<file path="src/rtl/core/dr_vb_div.sv">
// Restoring unsigned divider, one quotient bit per cycle.
// No package dependency.
module dr_vb_div #(
  parameter int NW = 49
) (
  input  logic          clk_i,
  input  logic          rst_ni,
  input  logic          start_i,
  input  logic [NW-1:0] numer_i,
  input  logic [31:0]   denom_i,
  output logic          done_o,
  output logic [NW-1:0] quot_o
);

  localparam int CW = $clog2(NW + 1);

  logic          busy_q;
  logic          done_q;
  logic [CW-1:0] cnt_q;
  logic [NW-1:0] num_q;
  logic [31:0]   rem_q;
  logic [31:0]   den_q;
  logic [32:0]   trial;
  logic          fits;

  assign trial = {rem_q, num_q[NW-1]};
  assign fits  = trial >= {1'b0, den_q};

  always_ff @(posedge clk_i or negedge rst_ni) begin
    if (!rst_ni) begin
      busy_q <= 1'b0;
      done_q <= 1'b0;
      cnt_q  <= '0;
    end else begin
      done_q <= 1'b0;
      if (start_i) begin
        busy_q <= 1'b1;
        cnt_q  <= CW'(NW);
      end else if (busy_q) begin
        cnt_q <= cnt_q - 1'b1;
        if (cnt_q == CW'(1)) begin
          busy_q <= 1'b0;
          done_q <= 1'b1;
        end
      end
    end
  end

  always_ff @(posedge clk_i) begin
    if (start_i) begin
      num_q <= numer_i;
      rem_q <= '0;
      den_q <= denom_i;
    end else if (busy_q) begin
      num_q <= {num_q[NW-2:0], fits};
      rem_q <= fits ? 32'(trial - {1'b0, den_q}) : trial[31:0];
    end
  end

  assign done_o = done_q;
  assign quot_o = num_q;

endmodule

</file>
<file path="config.mk">
export PLATFORM = sky130hd
export DESIGN_NAME = dr_vb_div
export DESIGN_NICKNAME = d
export VERILOG_FILES = /design/src/rtl/core/dr_vb_div.sv
export SDC_FILE = /design/constraint.sdc
export NUM_CORES = 1
export LEC_CHECK = 0
export BUFFER_PORTS_ARGS = -buffer_cell sky130_fd_sc_hd__buf_2
export CAP_MARGIN = 5
export CORE_ASPECT_RATIO = 0.8
export CORE_MARGIN = 4
export CORE_UTILIZATION = 46
export CTS_CLUSTER_DIAMETER = 120
export DETAILED_ROUTE_END_ITERATION = 10
export GPL_TIMING_DRIVEN = 0
export PLACE_DENSITY = 0.69
export REMOVE_ABC_BUFFERS = 1
export SETUP_SLACK_MARGIN = 0.1
export SYNTH_ARGS = -nofsm -noshare
export SYNTH_HDL_FRONTEND = slang
export SYNTH_SLANG_ARGS = --single-unit
</file>
<file path="constraint.sdc">
create_clock -name clk_i -period 2.8 [get_ports clk_i]
set_input_delay 0.28 -clock clk_i [delete_from_list [all_inputs] [get_ports clk_i]]
set_output_delay 0.28 -clock clk_i [all_outputs]
set_load 0.005 [all_outputs]
</file>
## Yosys cells after proc, flatten, opt, wreduce, memory -nomap -nowiden

Index checks and enable logic that the tools add are counted.

- Register bits: 121
- Output and inout port bits: 50
- Logic and storage cells: 22
- Input port bits: 84

- Reduce and logical (&&, ||, !) cells: 1
- Equality and inequality tests: 1
- Muxes and demuxes: 11
- Order comparisons: 1
- $add $sub $neg: 2

Operators by type and width:

| operator | count |
|---|---|
| $mux W49 | 2 |
| $ge A33 B32 Y1 | 1 |
| $mux W32 | 1 |
| $sub A32 B32 Y32 | 1 |
| $mux W6 | 2 |
| $eq A6 B1 Y1 const B | 1 |
| $mux W1 | 6 |
| $sub A6 B1 Y6 const B | 1 |
| $reduce_bool A2 Y1 | 1 |

## Longest topological paths before layout

Gate-level depths: netlist (run 1).

- Depth in word-level cells: 4
- Gate-level depth with buffers: 13

## Least setup slack after synthesis (run 1)

Ideal clock, no wire load.

- Path type: register -> register
- From: register den_q[18]
- To: register num_q[0] (netlist: quot_o[0]), data pin
- Arrival time: 2361 ps
- Path buffers: 1
- Path slack: 179 ps
- Required time: 2540 ps
- Stages on the path, launching flop included: 11
- Clock period less this slack: 2621 ps
- Cells stage by stage: edfxtp_1 inv_1 ha_1 a21oi_1 o21ai_1 a211oi_1 and2_1 and4_4 nor2_8 buf_2 mux2_2

- Word-level cells in the longest chain between the ends: 3

RTL lines:

| what | line | text |
|---|---|---|
| start: declaration | 22 | `logic [31:0] den_q;` |
| start signal: assignment | 53 | `den_q <= denom_i;` |
| $ge A33 B32 Y1 | 27 | `assign fits = trial >= {1'b0, den_q};` |
| $mux W49 | 54 | `end else if (busy_q) begin` |
| $mux W49 | 50 | `if (start_i) begin` |
| end signal: assignment | 51 | `num_q <= numer_i;` |
| end signal: assignment | 55 | `num_q <= {num_q[NW-2:0], fits};` |
| end: declaration | 20 | `logic [NW-1:0] num_q;` |

Every way passes these cells. The select of a mux whose other input is x is not followed.
A chain may end at the register's enable or synchronous reset.

## Worst setup path in the final report (run 1)

- From: register den_q[11]
- To: register rem_q[30]

- Word-level cells in the longest chain between the ends: 2
- Elaborated cells between the ends (all ways): 3
- Those cells by class: add/sub (1); order compare (1); mux (1)

RTL lines:

| what | line | text |
|---|---|---|
| $sub A32 B32 Y32 or $ge A33 B32 Y1 (tied branches) | 56, 27 |  |
| $mux W32 * | 56 | `rem_q <= fits ? 32'(trial - {1'b0, den_q}) : trial[31:0];` |
| end signal: assignment | 56 |  |
| end: declaration | 21 | `logic [31:0] rem_q;` |

Mark *: on every way between the ends. The rest lies on a longest branch, timed or not.

==> results.ini, run 1 <==
[status]
status=finished clean

[pwr]
p_seq_frac=0.414
p_sw_mw=1.32
p_int_mw=3.83
ir_drop_mv=0.435
power_leakage_nw=3.89
pwr_density_cell_nw_per_um2=554
pwr-share-clk=0.460
power_mw=5.14
power_frac_comb=0.126
switching_share=0.256

[setup_path]
worstPathMaxFanout=6
critPathKind=register to register
required_ns=3.12
cp-end-kind=register
crit_path_start_kind=register
crit_arrival_ns=3.01

[placed_design]
place.gp.congestion=0.901
dp.cells=950
dp_hpwl_um=11700
io_buffers=133
dpl_cell_area_um2=7740

[grt]
grt-busiest-layer=met2
antenna_found_initial=0
grt_pass1_wl_um=29500
grt_max_degree=65
globalRouteMet3Util=0.0751
grt_usage=0.211
grt-ovfl-total=0
grtUsageMet1=0.268
grt_pass1_vias=5865
grt_use_met2=0.334

[cells_and_area]
n_antenna_cell=0
nets=940
fin_util=0.638
nFillCells=1137
register_area_um2=3270
syn2layout_area_growth_pct=33.9
drive_above_1_share=0.406
stdcell_count=1018
multi_input_area_um2=3910
design_area_um2=9280

[clocking]
clock_latency_ns=0.43
htree_levels=4
cts_sinks=121
max-clock-path-buffers=2
cts_buffers=17
cts_tree=done
clk_pin_slew_ns=0.06
cts-root-buf=clkbuf_16

[timing]
relSlewSlack=0.484
finalMaxSlewViolations=0
finalHoldViolations=0
timing.final.crit_share=0.959
fin_crit_ns=2.69
worst_pin_slew_ns=0.774
fmax_mhz=372
finClkSkew_ns=0.0101
finalSetupViolations=0
setup_tns_ns=0
rsz0062_at_grt=true

[drt]
dr.first_iter.drc_count=461
post_drt_via_cell_ratio=5.67
wirelength_um=18200
final_antenna_net_count=0
num_vias=5775
wire_per_inst_um=17.9
drt_drc_violations_left=0
drtPass1Iterations=5

[floorplan]
die_y_um=118
io_pins=134
std_cell_rows=39
core-area_um2=14500
start_util=0.477
dieArea_um2=17100
die_w_um=145

[logic_synthesis]
ys.flop_type=edfxtp_1
yosys_warnings=0
yosysTopAreaCell=edfxtp_1
synth_area_leaders=edfxtp_1 (35%), dfxtp_1 (9.2%), mux2_2 (8.3%)
synth_commonest_cells=edfxtp_1 (81), nand2_1 (64), nor2_1 (54)
syn-instance-count=664
synth_cell_type_count=65
yosys.area.top_type_share=0.351
ys_ff_latch=121
netlist_area_um2=6930
synth-edff-count=81
yosysMostFrequentCell=edfxtp_1
synth_area_per_cell_um2=10.4
synthArstFlopShare=0.0661
yosysSeqAreaShare=0.472

[run]
drv_cap=0

[hold_path]
min_path_type=input port to register

[power by group through the flow]
stage	Clock, mW	Sequential (mW)	Combinational, mW
floorplan	0	2.15	0.297
global placement	0	2.16	0.522
detailed placement	0	2.16	0.538
CTS	2.40	2.13	0.592
global route	2.48	2.14	0.709
finish	2.37	2.13	0.647
[routing by layer]
metal | share of wire | wire (um) | vias to the layer above
met5 | 0 | 0 | -
met4 | 0.020 | 370 | 0
met3 | 0.086 | 1580 | 37
met2 | 0.47 | 8530 | 234
met1 | 0.43 | 7760 | 2730
li1 | - | - | 2774
[layout make-up]
cell class / count / area share
timing repair buffer: 170 / 0.115
inverter: 42 / 0.0170
multi-input combinational: 469 / 0.422
sequential: 121 / 0.353
clock buffer: 17 / 0.0459
tap: 184 / 0.0248
clock inverter: 15 / 0.0219
[flip-flops by register name, indices dropped and copies added (netlist names)]
| register | flops |
|---|---|
| rem_q | 32 |
| cnt_q | 6 |
| done_o | 1 |
| quot_o | 49 |
| den_q | 32 |
| busy_q | 1 |
[final timing paths]
check                            from        end  slack [ns]  depth (start not counted)
max in group asynchronous      rst_ni     busy_q        2.39                          2
min in group asynchronous      rst_ni     done_o        0.22                          2
setup reg to reg            den_q[11]  rem_q[30]        0.11                         11
hold / removal             denom_i[7]   den_q[7]        0.03                          1
hold reg to reg             rem_q[24]  rem_q[25]        0.50                          2
setup / recovery            den_q[11]  rem_q[30]        0.11                         11
[timing repair]
item                                    4_1_cts  5_1_grt
buffers inserted                             18       15
cloned                                        2        0
resized for setup                            56       52
hold endpoints to repair                      8        0
endpoints found under the setup margin       33       33
hold buffers                                  1        0
pin swaps                                    23       29
[critical path, cell delays in order, from the launching register on]
cell	delay, ns
edfxtp_1	0.37
inv_1	0.11
ha_4	0.23
buf_4	0.14
a21oi_1	0.20
o21bai_2	0.14
nor2b_4	0.15
nor4b_4	0.28
o21ai_2	0.14
a31oi_1	0.22
mux2_2	0.36
a211oi_1	0.24
[placed cells by master, fill, tap and decap left out, types with 5 or more instances in the layout]
cell / n
buf_2: 132
inv_6: 6
mux2_2: 51
xor2_1: 6
a21oi_2: 7
dfrtp_1: 7
a211oi_1: 5
xnor2_1: 14
and2_1: 6
o21ai_0: 13
buf_4: 27
and3_1: 7
nand2b_1: 9
dfxtp_1: 32
inv_2: 5
buf_12: 6
nand3_1: 12
ha_1: 12
inv_1: 37
ha_4: 20
nor2_1: 54
nor3_1: 6
or3_1: 7
a311oi_1: 15
a21o_1: 21
a31oi_1: 5
a21oi_1: 33
nand4_1: 8
edfxtp_1: 81
a311oi_2: 10
nand2_1: 63
clkbuf_16: 17
[stage by stage]
step | hold slack [ns] | setup slack (ns)
6_report | 0.0265 | 0.114
5_1_grt | 0.0128 | -0.0309
4_1_cts | 0.0105 | 0.0774
3_5_place_dp | 0.133 | -0.557
3_3_place_gp | 0.125 | -1.24
2_1_floorplan | -0.0156 | -0.145
[cells by family after synthesis]
group / Yosys count / synth area share
AND/OR/NAND/NOR: 202 / 0.147
AO/OA/AOI/OAI: 157 / 0.159
flip-flops: 121 / 0.472
buffers and inverters: 76 / 0.0466
multiplexers: 53 / 0.0858
adder cells (fa/ha/maj): 35 / 0.0643
XOR/XNOR: 20 / 0.0253
No activity file was read; power rests on OpenSTA's default activity.
==> run 2, diff against run 1 <==
- CTS_BUF_LIST: unset -> sky130_fd_sc_hd__clkbuf_2
- MAX_ROUTING_LAYER: unset -> met4
- SKIP_LAST_GASP: unset -> 1
==> run 2 against run 1 <==
Compared with the run above: sequential power barely moved; first-iteration DRC count increased by 28%; maximum frequency shrank 3.9%; utilization grew 2.8 points; count of clock-buffer cells in the layout unchanged; sequential share of layout area decreased by 1.5 points; setup slack lost 0.11 ns; wire length rose by 10%; non-clock buffer count is 83 higher; global-route usage increased by 2.8 points; critical endpoint is now rem_q[16].
==> results.ini, run 2 (synthesis results as in run 1) <==
[floorplan]
core-area_um2=14500  ; unchanged
std_cell_rows=39  ; unchanged
dieArea_um2=17100  ; unchanged
start_util=0.477  ; unchanged
die_y_um=118  ; unchanged
io_pins=134  ; unchanged
die_w_um=145  ; unchanged

[setup_path]
crit_path_start_kind=register
reg2reg_slack_ns=0.007  ; -0.11 ns
r2r_cells=10  ; -1
cp-startpoint=den_q[10]
critPathKind=register to register
crit_arrival_ns=3.42  ; +0.41 ns
cp-end-kind=register
r2r-start=den_q[10]
cpMaxStageDelayCell=edfxtp_1
required_ns=3.43  ; +0.31 ns
reg2reg_to=rem_q[16]
cp_cell_sequence=inv_2 -> ha_4 -> nand4_1 -> nor4_4 -> a311oi_2 -> a21oi_2 -> o32a_4 -> nand2_8 -> or3_4 -> a311oi_2
cp_common_cell=a311oi_2
worstPathMaxFanout=6  ; unchanged
critPathMaxStageDelay_ns=0.42  ; +0.05 ns

[cells_and_area]
register_area_um2=3280  ; about the same
n_antenna_cell=0  ; unchanged
syn2layout_area_growth_pct=39.7
multi_input_area_um2=3870  ; -1.1%
drive_above_1_share=0.365  ; -0.0419
nFillCells=1051  ; -7.6%
design_area_um2=9680  ; +4.3%
largest_reg_flops=49  ; unchanged
final_cell_mix=buf_2 (132), dlygate4sd3_1 (83), edfxtp_1 (81)
layout_commonest_cell=buf_2
nets=1025  ; +9.0%

[timing]
finalMaxSlewViolations=0  ; unchanged
finalHoldViolations=0  ; unchanged
relSlewSlack=0.480  ; -0.00388
fmax_mhz=358  ; -3.9%
fin_crit_ns=2.79  ; +0.108 ns
finalSetupViolations=0  ; unchanged
rsz0062_at_grt=true
worst_pin_slew_ns=0.780  ; +0.00583 ns
finClkSkew_ns=0.0462  ; +0.0362 ns
timing.final.crit_share=0.998  ; +0.0385
holdWs_ns=0.143  ; +0.117 ns

[placed_design]
dpl_cell_area_um2=7740  ; unchanged
io_buffers=133  ; unchanged
place.gp.congestion=0.917  ; +1.7%
dp_hpwl_um=11700  ; unchanged

[drt]
dr.first_iter.drc_count=588  ; +28%
drtPass1Iterations=7  ; +2
wire_per_inst_um=18.2  ; +1.5%
post_drt_via_cell_ratio=5.67  ; about the same
drt_drc_violations_left=0  ; unchanged
final_antenna_net_count=0  ; unchanged
wirelength_um=20100  ; +10%
num_vias=6257  ; +8.3%

[clocking]
clk_pin_slew_ns=0.24  ; +0.18 ns
cts_sinks=121  ; unchanged
cts_buffers=17  ; unchanged
max-clock-path-buffers=2  ; unchanged
cts-root-buf=clkbuf_2
cts_tree=done
clock_latency_ns=0.73  ; +0.30 ns
htree_levels=4  ; unchanged

[grt]
grt_pass1_wl_um=32500  ; +10%
grt_max_degree=65  ; unchanged
grt_usage=0.238  ; +0.0277
grt-ovfl-total=0  ; unchanged
antenna_found_initial=0  ; unchanged
grt_pass1_vias=6449  ; +10%

[hold_path]
hold-path-cell-count=1  ; unchanged
min_path_type=input port to register
hold_end=den_q[20]
min_from=start_i

[pwr]
pwr_density_cell_nw_per_um2=436  ; -21%
p_int_mw=2.99  ; -22%
switching_share=0.291  ; +0.0352
p_seq_frac=0.506  ; +0.092
pwr-share-clk=0.320  ; -0.140
power_frac_comb=0.175  ; +0.049
power_leakage_nw=4.09  ; +5.1%
ir_drop_mv=0.341  ; -22%
p_sw_mw=1.23  ; -6.7%

[status]
status=finished clean

[run]
drv_cap=0  ; unchanged

run 2: changes by cell type in the layout (fill, tap and decap cells not counted), moves of 3 or more:
cell / before / now
dlygate4sd3_1: 1 / 83
clkbuf_16: 17 / 0
clkbuf_2: 0 / 17
buf_12: 6 / 2
buf_4: 27 / 30
run 2: per-layer routing:
layer  vias up  wire, um  global-route usage  share of wire
li1       2950         -                   -              -
met1      2946      8510               0.303           0.42
met2       306      9480               0.376           0.47
met3        55      1530              0.0550          0.076
met4         0       550              0.0866          0.027
met5         -         0                   -              0
run 2: timing repair:
action                                  CTS  global route
gates cloned                              4             0
resized for setup                        64            34
endpoints found under the hold margin    89             0
pin swaps                                24            28
endpoints found under the setup margin   33            33
hold buffers                             83             0
setup buffers                            26             8
run 2: worst max path at each step:
stage / depth (start not counted) / end
after floorplan: 2 / quot_o[0]
after global placement: 3 / quot_o[48]
after detailed placement: 10 / rem_q[6]
after CTS: 10 / rem_q[16]
after global routing: 11 / rem_q[9]
final: 10 / rem_q[16]
run 2: critical path, delay by kind of cell (launching register included):
kind	cells	cell delay, ns
AO/OA/AOI/OAI	4	0.98
AND/OR/NAND/NOR	4	0.93
flip-flops	1	0.42
adder cells (fa/ha/maj)	1	0.29
buffers and inverters	1	0.06
run 2: layout make-up:
| type | instances | area share |
|---|---|---|
| clock buffer | 17 | 0.00879 |
| clock inverter | 15 | 0.0209 |
| timing repair buffer | 253 | 0.192 |
| sequential | 121 | 0.338 |
| multi-input combinational | 471 | 0.400 |
| tap | 184 | 0.0238 |
| inverter | 42 | 0.0163 |
run 2: stage by stage:
step / TNS, ns / power, mW / setup slack, ns / std cells / util
floorplan: -7.09 / 2.45 / -0.145 / 630 / -
global placement: -69.49 / 2.68 / -1.24 / 947 / 0.527
detailed placement: -9.30 / 2.70 / -0.557 / 950 / 0.532
CTS: 0 / 4.18 / 0.0551 / 1095 / 0.650
global route: -0.299 / 4.40 / -0.105 / 1103 / 0.666
finish: 0 / 4.22 / 0.00663 / 1103 / 0.666
run 2: power by group through the flow:
stage / clock network, mW / registers [mW] / logic (mW)
after detailed placement: 0 / 2.16 / 0.538
after CTS: 1.37 / 2.13 / 0.687
after global routing: 1.45 / 2.15 / 0.801
final: 1.35 / 2.13 / 0.737
after global placement: 0 / 2.16 / 0.522
after floorplan: 0 / 2.15 / 0.297
